File: src/design/lgfr_pkg.sv
// ----------------------------------------------------------------------------
// lgfr_pkg
// Shared widths, codes and types of the linear gain fade ramp.
// ----------------------------------------------------------------------------
package lgfr_pkg;

    // Audio and gain formats
    localparam int SAMPLE_BITS    = 16;
    localparam int GAIN_FRAC_BITS = 16;
    localparam int ACC_EXTRA      = 16;
    localparam int GAIN_W         = GAIN_FRAC_BITS + 2;
    localparam int ACC_W          = GAIN_W + ACC_EXTRA;

    // Fade length terms
    localparam int RATE_W   = 18;
    localparam int CHAN_W   = 4;
    localparam int MS_W     = 16;
    localparam int RC_W     = RATE_W + CHAN_W;
    localparam int DEN_W    = RC_W + MS_W;

    // Slope = |diff| * 1000 / den, 1000 fits in 10 bits
    localparam int FADE_SCALE = 1000;
    localparam int SCALE_W    = 10;
    localparam int DIFF_W     = ACC_W + 1;
    localparam int NUM_W      = ACC_W + SCALE_W;
    localparam int SLOPE_W    = NUM_W + 1;
    localparam int SUM_W      = SLOPE_W + 1;
    localparam int PROD_W     = SAMPLE_BITS + GAIN_W + 1;
    localparam int DIV_CNT_W  = $clog2(NUM_W + 1);

    // Command queue between front and back
    localparam int QUEUE_DEPTH = 2;
    localparam int QPTR_W      = $clog2(QUEUE_DEPTH);
    localparam int QCNT_W      = $clog2(QUEUE_DEPTH + 1);

    // Configuration port
    localparam int CFG_IDX_W  = 2;
    localparam int CFG_DATA_W = RATE_W;
    typedef logic [CFG_IDX_W-1:0] t_cfg_idx;
    localparam t_cfg_idx CFG_SAMPLE_RATE   = t_cfg_idx'(0);
    localparam t_cfg_idx CFG_CHANNEL_COUNT = t_cfg_idx'(1);
    localparam logic [RATE_W-1:0] RATE_RESET = RATE_W'(48000);
    localparam logic [CHAN_W-1:0] CHAN_RESET = CHAN_W'(2);

    // Request type codes
    localparam logic REQ_SAMPLE = 1'b0;
    localparam logic REQ_FADE   = 1'b1;

    typedef enum logic [1:0] {
        KIND_SAMPLE,
        KIND_JUMP,
        KIND_RAMP
    } t_kind;

    typedef struct packed {
        t_kind                          kind;
        logic signed [SAMPLE_BITS-1:0]  sample;
        logic [GAIN_W-1:0]              target;
        logic [MS_W-1:0]                ms;
    } t_cmd;

    typedef enum logic [2:0] {
        ST_IDLE,
        ST_SAMP,
        ST_PREP,
        ST_START,
        ST_DIV
    } t_state;

    typedef struct packed {
        logic               start;
        logic [NUM_W-1:0]   num;
        logic [DEN_W-1:0]   den;
    } t_div_req;

    typedef struct packed {
        logic               done;
        logic [NUM_W-1:0]   quo;
    } t_div_rsp;

endpackage

File: src/design/lgfr_ifs.sv
// ----------------------------------------------------------------------------
// lgfr channel interfaces
// Request, result and configuration channels with valid/ready handshakes.
// ----------------------------------------------------------------------------
interface lgfr_req_if import lgfr_pkg::*; ();
    logic                           valid;
    logic                           ready;
    logic                           req_type;
    logic signed [SAMPLE_BITS-1:0]  sample_in;
    logic [GAIN_W-1:0]              target_gain;
    logic [MS_W-1:0]                fade_time_ms;

    modport source (output valid, req_type, sample_in, target_gain, fade_time_ms,
                    input ready);
    modport sink   (input valid, req_type, sample_in, target_gain, fade_time_ms,
                    output ready);
endinterface

interface lgfr_res_if import lgfr_pkg::*; ();
    logic                           valid;
    logic                           ready;
    logic signed [SAMPLE_BITS-1:0]  sample_out;
    logic                           fade_done;

    modport source (output valid, sample_out, fade_done, input ready);
    modport sink   (input valid, sample_out, fade_done, output ready);
endinterface

interface lgfr_cfg_if import lgfr_pkg::*; ();
    logic                   valid;
    logic                   ready;
    logic [CFG_IDX_W-1:0]   index;
    logic [CFG_DATA_W-1:0]  data;

    modport source (output valid, index, data, input ready);
    modport sink   (input valid, index, data, output ready);
endinterface

File: src/design/lgfr_front.sv
// ----------------------------------------------------------------------------
// lgfr_front
// Accepts requests and classifies them into sample, jump or ramp commands.
// ----------------------------------------------------------------------------
module lgfr_front import lgfr_pkg::*; (
    lgfr_req_if.sink            i_req,
    input  logic [RATE_W-1:0]   i_rate,
    input  logic [CHAN_W-1:0]   i_chan,
    input  logic                i_full,
    output logic                o_push,
    output t_cmd                o_cmd
);

    logic zero_len;

    // zero length or zero denominator term -> immediate jump
    assign zero_len = (i_req.fade_time_ms == '0) || (i_rate == '0) || (i_chan == '0);

    assign i_req.ready = !i_full;
    assign o_push      = i_req.valid && !i_full;

    always_comb begin
        o_cmd.sample = i_req.sample_in;
        o_cmd.target = i_req.target_gain;
        o_cmd.ms     = i_req.fade_time_ms;
        if (i_req.req_type == REQ_SAMPLE) begin
            o_cmd.kind = KIND_SAMPLE;
        end else if (zero_len) begin
            o_cmd.kind = KIND_JUMP;
        end else begin
            o_cmd.kind = KIND_RAMP;
        end
    end

endmodule

File: src/design/lgfr_queue.sv
// ----------------------------------------------------------------------------
// lgfr_queue
// Short command FIFO between the front and the back.
// ----------------------------------------------------------------------------
module lgfr_queue import lgfr_pkg::*; (
    input  logic    i_clk,
    input  logic    i_rst_n,
    input  logic    i_push,
    input  t_cmd    i_cmd,
    input  logic    i_pop,
    output t_cmd    o_head,
    output logic    o_full,
    output logic    o_empty
);

    t_cmd               r_mem [QUEUE_DEPTH];
    logic [QPTR_W-1:0]  r_wr;
    logic [QPTR_W-1:0]  r_rd;
    logic [QCNT_W-1:0]  r_cnt;
    logic               do_push;
    logic               do_pop;

    // reads as full while in reset so no request is taken and then lost
    assign o_full  = !i_rst_n || (r_cnt == QCNT_W'(QUEUE_DEPTH));
    assign o_empty = (r_cnt == '0);
    assign do_push = i_push && !o_full;
    assign do_pop  = i_pop && !o_empty;
    assign o_head  = r_mem[r_rd];

    always_ff @(posedge i_clk) begin
        if (do_push) begin
            r_mem[r_wr] <= i_cmd;
        end
    end

    always_ff @(posedge i_clk) begin
        if (!i_rst_n) begin
            r_wr  <= '0;
            r_rd  <= '0;
            r_cnt <= '0;
        end else begin
            if (do_push) begin
                r_wr <= (r_wr == QPTR_W'(QUEUE_DEPTH - 1)) ? '0 : r_wr + 1'b1;
            end
            if (do_pop) begin
                r_rd <= (r_rd == QPTR_W'(QUEUE_DEPTH - 1)) ? '0 : r_rd + 1'b1;
            end
            case ({do_push, do_pop})
                2'b10:   r_cnt <= r_cnt + 1'b1;
                2'b01:   r_cnt <= r_cnt - 1'b1;
                default: r_cnt <= r_cnt;
            endcase
        end
    end

endmodule

File: src/design/lgfr_div.sv
// ----------------------------------------------------------------------------
// lgfr_div
// Unsigned restoring divider, one quotient bit per cycle.
// ----------------------------------------------------------------------------
module lgfr_div import lgfr_pkg::*; (
    input  logic        i_clk,
    input  logic        i_rst_n,
    input  t_div_req    i_req,
    output t_div_rsp    o_rsp
);

    logic                   r_busy;
    logic                   r_done;
    logic [DIV_CNT_W-1:0]   r_cnt;
    logic [DEN_W-1:0]       r_rem;
    logic [DEN_W-1:0]       r_den;
    logic [NUM_W-1:0]       r_quo;
    logic [DEN_W:0]         trial;
    logic [DEN_W:0]         trial_sub;
    logic                   ge;

    assign trial     = {r_rem, r_quo[NUM_W-1]};
    assign trial_sub = trial - {1'b0, r_den};
    assign ge        = (trial >= {1'b0, r_den});

    assign o_rsp.done = r_done;
    assign o_rsp.quo  = r_quo;

    always_ff @(posedge i_clk) begin
        if (!i_rst_n) begin
            r_busy <= 1'b0;
            r_done <= 1'b0;
            r_cnt  <= '0;
        end else begin
            r_done <= 1'b0;
            if (i_req.start) begin
                r_busy <= 1'b1;
                r_cnt  <= DIV_CNT_W'(NUM_W);
            end else if (r_busy) begin
                r_cnt <= r_cnt - 1'b1;
                if (r_cnt == DIV_CNT_W'(1)) begin
                    r_busy <= 1'b0;
                    r_done <= 1'b1;
                end
            end
        end
    end

    // remainder stays below the divisor, so the difference fits DEN_W
    always_ff @(posedge i_clk) begin
        if (i_req.start) begin
            r_rem <= '0;
            r_quo <= i_req.num;
            r_den <= i_req.den;
        end else if (r_busy) begin
            r_rem <= ge ? trial_sub[DEN_W-1:0] : trial[DEN_W-1:0];
            r_quo <= {r_quo[NUM_W-2:0], ge};
        end
    end

endmodule

File: src/design/lgfr_back.sv
// ----------------------------------------------------------------------------
// lgfr_back
// Executes queued commands: scales samples, steps the gain, computes slopes.
// ----------------------------------------------------------------------------
module lgfr_back import lgfr_pkg::*; (
    input  logic                i_clk,
    input  logic                i_rst_n,
    input  t_cmd                i_head,
    input  logic                i_empty,
    output logic                o_pop,
    input  logic [RATE_W-1:0]   i_rate,
    input  logic [CHAN_W-1:0]   i_chan,
    output t_div_req            o_div,
    input  t_div_rsp            i_div,
    lgfr_res_if.source          o_res
);

    t_state                         r_state;
    t_state                         n_state;

    logic [ACC_W-1:0]               r_cur;
    logic signed [SLOPE_W-1:0]      r_slope;
    logic [GAIN_W-1:0]              r_goal;

    logic signed [PROD_W-1:0]       r_prod;
    logic signed [DIFF_W-1:0]       r_diff;
    logic [RC_W-1:0]                r_rc;
    logic [MS_W-1:0]                r_ms;
    logic [DEN_W-1:0]               r_den;
    logic [ACC_W-1:0]               r_mag;
    logic                           r_neg;

    logic                           r_out_valid;
    logic signed [SAMPLE_BITS-1:0]  r_out_sample;
    logic                           r_out_done;

    logic                           out_free;
    logic                           load_out;
    logic                           div_start;

    logic signed [PROD_W-1:0]       rounded;
    logic signed [PROD_W-1:0]       shifted;
    logic [PROD_W-SAMPLE_BITS:0]    top_bits;
    logic signed [SAMPLE_BITS-1:0]  sat;
    logic signed [SUM_W-1:0]        sum;
    logic [ACC_W-1:0]               acc;
    logic [ACC_W-1:0]               goal_acc;
    logic                           slope_neg;
    logic                           slope_pos;
    logic                           reach;
    logic [DIFF_W-1:0]              mag_full;
    logic [SLOPE_W-1:0]             quo_ext;

    assign out_free = !r_out_valid || o_res.ready;

    always_ff @(posedge i_clk) begin
        if (!i_rst_n) begin
            r_state <= ST_IDLE;
        end else begin
            r_state <= n_state;
        end
    end

    always_comb begin
        n_state   = r_state;
        o_pop     = 1'b0;
        load_out  = 1'b0;
        div_start = 1'b0;
        case (r_state)
            ST_IDLE: begin
                if (!i_empty) begin
                    o_pop = 1'b1;
                    case (i_head.kind)
                        KIND_SAMPLE: n_state = ST_SAMP;
                        KIND_RAMP:   n_state = ST_PREP;
                        default:     n_state = ST_IDLE;
                    endcase
                end
            end
            ST_SAMP: begin
                if (out_free) begin
                    load_out = 1'b1;
                    n_state  = ST_IDLE;
                end
            end
            ST_PREP: n_state = ST_START;
            ST_START: begin
                div_start = 1'b1;
                n_state   = ST_DIV;
            end
            ST_DIV: begin
                if (i_div.done) begin
                    n_state = ST_IDLE;
                end
            end
            default: n_state = ST_IDLE;
        endcase
    end

    assign o_div.start = div_start;
    assign o_div.num   = NUM_W'(r_mag) * NUM_W'(FADE_SCALE);
    assign o_div.den   = r_den;

    // output rounding (half up, floor shift) and saturation
    assign rounded  = r_prod + $signed(PROD_W'(1) <<< (GAIN_FRAC_BITS - 1));
    assign shifted  = rounded >>> GAIN_FRAC_BITS;
    assign top_bits = shifted[PROD_W-1:SAMPLE_BITS-1];

    always_comb begin
        if ((&top_bits) || !(|top_bits)) begin
            sat = shifted[SAMPLE_BITS-1:0];
        end else if (shifted[PROD_W-1]) begin
            sat = {1'b1, {(SAMPLE_BITS-1){1'b0}}};
        end else begin
            sat = {1'b0, {(SAMPLE_BITS-1){1'b1}}};
        end
    end

    // gain step, clamped to the accumulator range
    assign sum = $signed({{(SUM_W-ACC_W){1'b0}}, r_cur}) + {r_slope[SLOPE_W-1], r_slope};

    always_comb begin
        if (sum[SUM_W-1]) begin
            acc = '0;
        end else if (|sum[SUM_W-2:ACC_W]) begin
            acc = '1;
        end else begin
            acc = sum[ACC_W-1:0];
        end
    end

    assign goal_acc  = {r_goal, {ACC_EXTRA{1'b0}}};
    assign slope_neg = r_slope[SLOPE_W-1];
    assign slope_pos = !slope_neg && (|r_slope);
    assign reach     = (slope_neg && (acc <= goal_acc)) || (slope_pos && (acc >= goal_acc));

    assign mag_full = r_diff[DIFF_W-1] ? (~r_diff + 1'b1) : r_diff;
    assign quo_ext  = {1'b0, i_div.quo};

    always_ff @(posedge i_clk) begin
        if (!i_rst_n) begin
            r_cur   <= '0;
            r_slope <= '0;
            r_goal  <= '0;
        end else begin
            if (o_pop && (i_head.kind == KIND_JUMP)) begin
                r_cur   <= {i_head.target, {ACC_EXTRA{1'b0}}};
                r_slope <= '0;
                r_goal  <= i_head.target;
            end else if (o_pop && (i_head.kind == KIND_RAMP)) begin
                r_goal  <= i_head.target;
            end else if (load_out) begin
                r_cur <= reach ? goal_acc : acc;
                if (reach) begin
                    r_slope <= '0;
                end
            end else if ((r_state == ST_DIV) && i_div.done) begin
                r_slope <= r_neg ? $signed(~quo_ext + 1'b1) : $signed(quo_ext);
            end
        end
    end

    always_ff @(posedge i_clk) begin
        if (o_pop) begin
            r_prod <= $signed(i_head.sample) * $signed({1'b0, r_cur[ACC_W-1:ACC_EXTRA]});
            r_diff <= $signed({1'b0, i_head.target, {ACC_EXTRA{1'b0}}})
                    - $signed({1'b0, r_cur});
            r_rc   <= i_rate * i_chan;
            r_ms   <= i_head.ms;
        end
        if (r_state == ST_PREP) begin
            r_den <= r_rc * r_ms;
            r_mag <= mag_full[ACC_W-1:0];
            r_neg <= r_diff[DIFF_W-1];
        end
    end

    always_ff @(posedge i_clk) begin
        if (!i_rst_n) begin
            r_out_valid <= 1'b0;
        end else if (load_out) begin
            r_out_valid <= 1'b1;
        end else if (o_res.ready) begin
            r_out_valid <= 1'b0;
        end
    end

    always_ff @(posedge i_clk) begin
        if (load_out) begin
            r_out_sample <= sat;
            r_out_done   <= reach;
        end
    end

    assign o_res.valid      = r_out_valid;
    assign o_res.sample_out = r_out_sample;
    assign o_res.fade_done  = r_out_done;

endmodule

File: src/design/linear_gain_fade_ramp_core.sv
// ----------------------------------------------------------------------------
// linear_gain_fade_ramp_core
// Linear audio gain ramp: scales samples by a gain that slews to a target.
// ----------------------------------------------------------------------------
//  channel  | dir | payload                                        | when
//  i_req    | in  | req_type, sample_in, target_gain, fade_time_ms | valid && ready
//  o_res    | out | sample_out, fade_done                          | valid && ready
//  i_cfg    | in  | index, data (0 sample_rate, 1 channel_count)   | valid && ready
//
//  Sample request: in the back stage, queue pop + multiply, then
//  round/saturate/gain step into the output register once it is free.
//  Jump fade: applied at the queue pop. Ramp fade: PREP, START and DIV
//  states; DIV waits on the one bit per cycle slope divider (44 quotient bits).
//  Reset is synchronous, active low; config regs go to 48000 and 2.
//  A 2-deep command queue keeps accepting requests while the output
//  register waits on o_res.ready; i_req.ready drops when the queue is full.
module linear_gain_fade_ramp_core import lgfr_pkg::*; (
    input  logic        i_clk,
    input  logic        i_rst_n,
    lgfr_req_if.sink    i_req,
    lgfr_res_if.source  o_res,
    lgfr_cfg_if.sink    i_cfg
);

    logic [RATE_W-1:0]  r_rate;
    logic [CHAN_W-1:0]  r_chan;

    logic               push;
    logic               pop;
    logic               full;
    logic               empty;
    t_cmd               front_cmd;
    t_cmd               head_cmd;
    t_div_req           div_req;
    t_div_rsp           div_rsp;

    assign i_cfg.ready = i_rst_n;

    always_ff @(posedge i_clk) begin
        if (!i_rst_n) begin
            r_rate <= RATE_RESET;
            r_chan <= CHAN_RESET;
        end else if (i_cfg.valid) begin
            case (i_cfg.index)
                CFG_SAMPLE_RATE:   r_rate <= i_cfg.data[RATE_W-1:0];
                CFG_CHANNEL_COUNT: r_chan <= i_cfg.data[CHAN_W-1:0];
                default: ;
            endcase
        end
    end

    lgfr_front u_front (
        .i_req  (i_req),
        .i_rate (r_rate),
        .i_chan (r_chan),
        .i_full (full),
        .o_push (push),
        .o_cmd  (front_cmd)
    );

    lgfr_queue u_queue (
        .i_clk   (i_clk),
        .i_rst_n (i_rst_n),
        .i_push  (push),
        .i_cmd   (front_cmd),
        .i_pop   (pop),
        .o_head  (head_cmd),
        .o_full  (full),
        .o_empty (empty)
    );

    lgfr_div u_div (
        .i_clk   (i_clk),
        .i_rst_n (i_rst_n),
        .i_req   (div_req),
        .o_rsp   (div_rsp)
    );

    lgfr_back u_back (
        .i_clk   (i_clk),
        .i_rst_n (i_rst_n),
        .i_head  (head_cmd),
        .i_empty (empty),
        .o_pop   (pop),
        .i_rate  (r_rate),
        .i_chan  (r_chan),
        .o_div   (div_req),
        .i_div   (div_rsp),
        .o_res   (o_res)
    );

endmodule

File: src/flat_wrapper.sv
// flat-port wrapper written by rule: the top's interface ports become plain ports
module linear_gain_fade_ramp_core_flat import lgfr_pkg::*;
  (i_clk, i_rst_n, i_req_valid, i_req_req_type, i_req_sample_in, i_req_target_gain, i_req_fade_time_ms, i_req_ready, o_res_valid, o_res_sample_out, o_res_fade_done, o_res_ready, i_cfg_valid, i_cfg_index, i_cfg_data, i_cfg_ready);
  lgfr_req_if i_req_i ();
  lgfr_res_if o_res_i ();
  lgfr_cfg_if i_cfg_i ();
  input  logic i_clk;
  input  logic i_rst_n;
  input wire logic [$bits(i_req_i.valid)-1:0] i_req_valid;
  input wire logic [$bits(i_req_i.req_type)-1:0] i_req_req_type;
  input wire logic [$bits(i_req_i.sample_in)-1:0] i_req_sample_in;
  input wire logic [$bits(i_req_i.target_gain)-1:0] i_req_target_gain;
  input wire logic [$bits(i_req_i.fade_time_ms)-1:0] i_req_fade_time_ms;
  output wire logic [$bits(i_req_i.ready)-1:0] i_req_ready;
  output wire logic [$bits(o_res_i.valid)-1:0] o_res_valid;
  output wire logic [$bits(o_res_i.sample_out)-1:0] o_res_sample_out;
  output wire logic [$bits(o_res_i.fade_done)-1:0] o_res_fade_done;
  input wire logic [$bits(o_res_i.ready)-1:0] o_res_ready;
  input wire logic [$bits(i_cfg_i.valid)-1:0] i_cfg_valid;
  input wire logic [$bits(i_cfg_i.index)-1:0] i_cfg_index;
  input wire logic [$bits(i_cfg_i.data)-1:0] i_cfg_data;
  output wire logic [$bits(i_cfg_i.ready)-1:0] i_cfg_ready;
  assign i_req_i.valid = i_req_valid;
  assign i_req_i.req_type = i_req_req_type;
  assign i_req_i.sample_in = i_req_sample_in;
  assign i_req_i.target_gain = i_req_target_gain;
  assign i_req_i.fade_time_ms = i_req_fade_time_ms;
  assign i_req_ready = i_req_i.ready;
  assign o_res_valid = o_res_i.valid;
  assign o_res_sample_out = o_res_i.sample_out;
  assign o_res_fade_done = o_res_i.fade_done;
  assign o_res_i.ready = o_res_ready;
  assign i_cfg_i.valid = i_cfg_valid;
  assign i_cfg_i.index = i_cfg_index;
  assign i_cfg_i.data = i_cfg_data;
  assign i_cfg_ready = i_cfg_i.ready;
  linear_gain_fade_ramp_core u_core (.i_clk(i_clk), .i_rst_n(i_rst_n), .i_req(i_req_i), .o_res(o_res_i), .i_cfg(i_cfg_i));
endmodule
File: config.mk
export PLATFORM = sky130hd
export DESIGN_NAME = linear_gain_fade_ramp_core_flat
export DESIGN_NICKNAME = d
export VERILOG_FILES = /design/src/design/lgfr_pkg.sv /design/src/design/lgfr_ifs.sv /design/src/design/lgfr_front.sv /design/src/design/lgfr_queue.sv /design/src/design/lgfr_div.sv /design/src/design/lgfr_back.sv /design/src/design/linear_gain_fade_ramp_core.sv /design/src/flat_wrapper.sv
export SDC_FILE = /design/constraint.sdc
export NUM_CORES = 2
export LEC_CHECK = 0
export BUFFER_PORTS_ARGS = -buffer_cell sky130_fd_sc_hd__buf_2
export CAP_MARGIN = 25
export CORE_AREA = 2 2 395 280
export CTS_CLUSTER_DIAMETER = 120
export DETAILED_ROUTE_END_ITERATION = 10
export DIE_AREA = 0 0 397 282
export PLACE_DENSITY_LB_ADDON = 0.25
export REMOVE_ABC_BUFFERS = 1
export SLEW_MARGIN = 25
export SYNTH_ARGS = -nofsm -noshare
export SYNTH_HDL_FRONTEND = slang
export SYNTH_SLANG_ARGS = --single-unit
File: constraint.sdc
create_clock -name i_clk -period 9.9 [get_ports i_clk]
set_clock_uncertainty 0.1 [all_clocks]
set_input_delay 1.485 -clock i_clk [delete_from_list [all_inputs] [get_ports i_clk]]
set_output_delay 1.485 -clock i_clk [all_outputs]
set_load 0.05 [all_outputs]
* Word level (Yosys, flattened, before mapping)
Memory sizes are Yosys's and may differ from the RTL's. A register that Yosys moved wholly into a read port is not among the register bits.
Index checks and enable logic that the tools add are counted.
** Storage, ports and cells
- Register bits :: 453
- Bits of input ports :: 76
- RAM bits :: 104
- Memories :: 1
- Word-level logic and storage cells :: 160
** Operators by class
- Multiplexer cells :: 45
- Reductions and logical operators :: 47
- Equal/unequal tests :: 16
- Multipliers :: 4
- Magnitude comparators :: 3
- Add/subtract/negate cells :: 11
- Bitwise operators :: 5
** Memories
- u_core.u_queue.r_mem :: depth 2, width 52, read ports 1, clocked after memory_dff 1, wr ports 1, RTL line lgfr_queue.sv:16 : t_cmd r_mem [QUEUE_DEPTH];
** Operators with widths (count)
- 34-bit two-way mux :: 7
- 45-bit two-way mux :: 4
- 44-bit two-way mux :: 2
- 35-bit by 45-bit adder with 46-bit output :: 1
- 45-bit by 1-bit adder with 45-bit output (second input constant) :: 1
- 44-bit NOT with 45-bit output :: 1
- 45-bit OR reduction :: 1
- 34-bit by 7-bit multiplier with 41-bit output (second input constant) :: 1
- 39-bit by 38-bit greater-or-equal comparator with 1-bit output :: 1
- 22-bit by 16-bit multiplier with 38-bit output :: 1
- 38-bit two-way mux :: 1
- 38-bit subtractor :: 1
- 18-bit two-way mux :: 2
- 35-bit by 17-bit adder with 35-bit output (second input constant) :: 1
- 16-bit by 19-bit multiplier with 35-bit output :: 1
- 34-bit by 34-bit subtractor with 35-bit output :: 1
- 34-bit by 1-bit adder with 34-bit output (second input constant) :: 1
- 34-bit greater-or-equal comparator :: 1
- 34-bit less-or-equal comparator :: 1
- 34-bit NOT :: 1
- 16-bit two-way mux :: 2
- 18-bit by 4-bit multiplier with 22-bit output :: 1
- 18-bit zero test :: 1
- 1-bit two-way mux :: 17
- other kinds (33) :: 79

* Logic depth before layout (Yosys ltp)
- Depth in word-level cells :: 11
- Mapped depth :: 30

* Modules after synthesis
A second synthesis with hierarchy kept.
** Second synthesis, totals
- Cell total of the unflattened synthesis :: 5567
- Area total of the unflattened synthesis :: 55525.8 um^2
** By module, submodules not included
- lgfr_back :: instances 1, area an instance 42612.1 um^2, sequential area each 7517.2 um^2, cells each 4470
- lgfr_div :: instances 1, area an instance 7527.2 um^2, sequential area each 3383.2 um^2, cells each 749
- lgfr_queue :: instances 1, area an instance 3971.3 um^2, sequential area each 3223.1 um^2, cells each 188
- linear_gain_fade_ramp_core :: instances 1, area an instance 930.9 um^2, sequential area each 440.4 um^2, cells each 94
- lgfr_front :: instances 1, area an instance 484.2 um^2, sequential area each 0.0 um^2, cells each 66

* Worst setup path before layout
OpenSTA, ideal clock, no wires.
- Path kind :: reg-to-reg
- Start point :: register with a tool-made name
- End point :: register u_core.u_back.r_prod[31] (data pin)
- Arrival :: 7343 ps
- Cell stages (with the launch flop) :: 30
- Buffers on the path :: 3
- Required time :: 9539 ps
- Slack :: 2196 ps
- Path through :: dfxtp_1 -> clkbuf_1 -> clkbuf_1 -> clkbuf_1 -> mux2_2 -> nand2_1 -> fa_1 -> inv_1 -> fa_1 -> inv_1 -> fa_1 -> inv_1 -> fa_1 -> inv_1 -> fa_1 -> inv_1 -> fa_1 -> ha_1 -> a22o_1 -> nor4_1 -> o21ai_0 -> a211o_1 -> a31oi_1 -> a211o_1 -> nand2_1 -> o21a_1 -> o21a_1 -> o21a_1 -> o21ai_0 -> a21oi_1
** RTL lines
- to (signal assigned) :: RTL line lgfr_back.sv:165 : r_prod <= $signed(i_head.sample) * $signed({1'b0, r_cur[ACC_W-1:ACC_EXTRA]});
- to (decl) :: RTL line lgfr_back.sv:25 : logic signed [PROD_W-1:0] r_prod;

* Worst setup path in the final report
- Start point :: register u_core.u_back.r_cur[0]
- End point :: register u_core.u_back.r_cur[18]
** On the way
- Word-level cells in the longest chain between the ends :: 11
** Ends and longest elaborated chain
- from (decl) :: RTL line lgfr_back.sv:21 : logic [ACC_W-1:0] r_cur;
- from (signal assigned) :: RTL line lgfr_back.sv:147 : r_cur <= {i_head.target, {ACC_EXTRA{1'b0}}};
- from (signal assigned) :: RTL line lgfr_back.sv:153 : r_cur <= reach ? goal_acc : acc;
- 35-bit by 45-bit adder with 46-bit output (*) :: RTL line lgfr_back.sv:120 : assign sum = $signed({{(SUM_W-ACC_W){1'b0}}, r_cur}) + {r_slope[SLOPE_W-1], r_slope};
- 11-bit OR reduction :: RTL line lgfr_back.sv:125 : end else if (|sum[SUM_W-2:ACC_W]) begin
- 34-bit two-way mux :: RTL line lgfr_back.sv:125
- 34-bit two-way mux (*) :: RTL line lgfr_back.sv:123 : if (sum[SUM_W-1]) begin
- 34-bit less-or-equal comparator or 34-bit greater-or-equal comparator (tied branches) :: RTL line lgfr_back.sv:135 : assign reach = (slope_neg && (acc <= goal_acc)) || (slope_pos && (acc >= goal_acc));
- 1-bit logical AND :: RTL line lgfr_back.sv:135
- 1-bit logical OR (*) :: RTL line lgfr_back.sv:135
- net u_core.u_back.reach :: RTL line lgfr_back.sv:50 : logic reach;
- 34-bit two-way mux (*) :: RTL line lgfr_back.sv:153
- 34-bit two-way mux (*) :: RTL line lgfr_back.sv:152 : end else if (load_out) begin
- 34-bit two-way mux (*) :: RTL line lgfr_back.sv:150 : end else if (o_pop && (i_head.kind == KIND_RAMP)) begin
- 34-bit two-way mux (*) :: RTL line lgfr_back.sv:146 : if (o_pop && (i_head.kind == KIND_JUMP)) begin
Mark *: on every way through the listed nets, which the timed path passes. The rest lies on a longest branch. The select of a mux whose other input is x is not followed.
A chain may end at the register's enable or synchronous reset.

==> flow_metrics.py <==
metrics = {
    "grt": {
        "grt_max_degree": 76,
        "grt_pass1_vias": 38371,
        "grt_pass1_wl_um": 215000,
        "grt_overflow": 0,
        "grt_use_total": 0.243,
        "antenna_found_initial": 2,
    },
    "die": {
        "dieHeight_um": 282,
        "io_pins": 96,
        "die-width_um": 397,
        "initial_core_util": 0.499,
        "num_rows": 101,
        "coreArea_mm2": 0.108,
        "dieArea_mm2": 0.112,
    },
    "clocking": {
        "ctsRootBufferMaster": "clkbuf_16",
        "hold_buffers": 0,
        "cts.path.max_buffers": 3,
        "path_clk_slew_ps": 60,
        "clkLatencyLatePin_ps": 670,
        "cts_setup_buffers": 0,
        "tritoncts": "built",
        "cts_resized": 0,
        "cts.sinks": 543,
        "cts_max_level": 2,
        "cts_made_buffers": 55,
    },
    "setup_path": {
        "critical_path.most_common_cell": "a21oi_1",
        "critPathSlowestCell": "o31ai_1",
        "worst_path_dominant_cell_family": "simple AND/OR/NAND/NOR gates",
        "critical_path_class": "reg2reg",
        "crit_fanout": 34,
        "worstPathArrival_ps": 9320,
        "crit_path_start_kind": "flop",
        "required_ps": 10350,
        "slowest_delay_ps": 880,
        "cp-end-kind": "flop",
        "worst-path-buf-inv": 1,
    },
    "synthesis": {
        "synth-seq-area-share": 0.270,
        "async_reset_ff_frac": 0,
        "synthesis.area_mm2": 0.0538,
        "ys.flop_type": "edfxtp_1",
        "synthCells": 5441,
        "synth-seq-cells": 543,
        "syn_area_per_cell_um2": 9.88,
        "synth_edf_count": 366,
        "synth.distinct_cells": 74,
        "yosys_warnings": 0,
    },
    "route": {
        "first_pass_iters": 5,
        "route.detailed.drc": 0,
        "wl_per_cell_um": 19.5,
        "wl_um": 135000,
        "via_per_inst": 5.62,
        "drtIter0Drc": 3124,
        "via_count": 38969,
        "ant_nets": 0,
    },
    "layout": {
        "drive_above_1_share": 0.0573,
        "layout_common_cells": "732 x inv_1, 695 x nand2_1, 659 x fa_1",
        "final_common_cell": "inv_1",
        "fin_nets": 6646,
        "syn2layout_area_growth_pct": 7.39,
    },
    "flow_run": {
        "max_cap_viol_count": 0,
    },
    "timing": {
        "hold_viol": 0,
        "slew_headroom": 0.237,
        "max_freq_mhz": 113,
        "final.min_clock_period_ps": 8870,
        "tightest_slew_ps": 1110,
        "post-route-period-util": 0.896,
        "drv_slew": 0,
        "finalSetupTns_ps": 0,
        "rsz0062_at_grt": "no",
        "setup_viol": 0,
    },
    "place": {
        "port_buffers": 95,
        "gp_congestion": 0.946,
        "dp_hpwl_um": 105000,
    },
    "outcome": {
        "run_status": "completed",
    },
    "min_path": {
        "hp-class": "reg2reg",
    },
}
[cell usage after synthesis, drive strengths merged, types with 94 or more instances]
cell,instances,area [µm²]
nand2,695,2610
clkbuf,175,657
edfxtp,366,11000
fa,659,13200
ha,463,5790
and2,195,1220
dfxtp,177,3540
o21ai,215,1080
nor2,272,1020
inv,733,2750
nand3,94,470
xnor2,206,1800
a21oi,187,936
[path summary, 6_finish.rpt]
path,to,slack [ps],cells past startpoint,start
max,u_core.u_back.r_cur[18],1030,27,u_core.u_back.r_cur[0]
min,u_core.u_div.r_den[26],310,0,u_core.u_back.r_den[26]
max reg2reg,u_core.u_back.r_cur[18],1030,27,u_core.u_back.r_cur[0]
min reg2reg,u_core.u_div.r_den[26],310,0,u_core.u_back.r_den[26]
[per-layer routing]
| metal | vias to the layer above | track usage | part of all wire |
|---|---|---|---|
| met4 | 2 | 0.0490 | 0.020 |
| met3 | 173 | 0.0570 | 0.090 |
| li1 | 18147 | - | - |
| met2 | 1328 | 0.343 | 0.40 |
| met5 | - | 0 | 0.000089 |
| met1 | 19319 | 0.377 | 0.49 |
[registers in the layout, indices dropped and copies added, names as in the netlist, 18 cells and up, named ones only]
| name | cells |
|---|---|
| u_core.u_div.r_den | 38 |
| u_core.u_back.r_mag | 34 |
| u_core.u_back.r_diff | 35 |
| u_core.u_back.r_goal | 18 |
| u_core.u_back.r_rc | 22 |
| u_core.r_rate | 18 |
| u_core.u_div.r_quo | 44 |
| u_core.u_back.r_cur | 34 |
| u_core.u_back.r_prod | 20 |
| u_core.u_back.r_slope | 45 |
| u_core.u_queue.r_mem | 104 |
| u_core.u_div.r_rem | 38 |
| u_core.u_back.r_den | 38 |
[worst reg2reg max path: cells and delay by family, from the launching register on]
family	cells	cell delay (ps)
compound gates	10	3120
fa+ha+maj	3	970
flops	1	410
simple gates	13	4090
buf+inv	1	70
[layout make-up]
type                            instances  area [µm²]
Multi-Input combinational cell       3967       35800
Antenna cell                            1        2.50
Timing Repair Buffer                  145         866
Tap cell                             1442        1800
Sequential cell                       543       14500
Clock inverter                         27         355
Clock buffer                           75        1590
Inverter                              736        2760
Fill cell                            9529       50000
[kinds of logic after synthesis]
family	share of synthesized area
compound gates	0.108
flops	0.270
mux	0.0167
fa+ha+maj	0.353
simple gates	0.140
buf+inv	0.0651
xor+xnor	0.0474
[metrics by stage]
stage	worst slack, ps	cell area (µm²)	util	std cells	hold slack [ps]
CTS	1210	57700	0.535	6933	316
global route	684	57700	0.536	6935	329
finish	1030	57700	0.536	6936	312
global placement	1220	55700	0.517	6830	303
detailed placement	1260	55700	0.517	6831	305
floorplan	1700	53000	-	5246	300
Power is not shown: default switching activity piles up to over one toggle a cycle in this logic, so the estimate is an artifact.
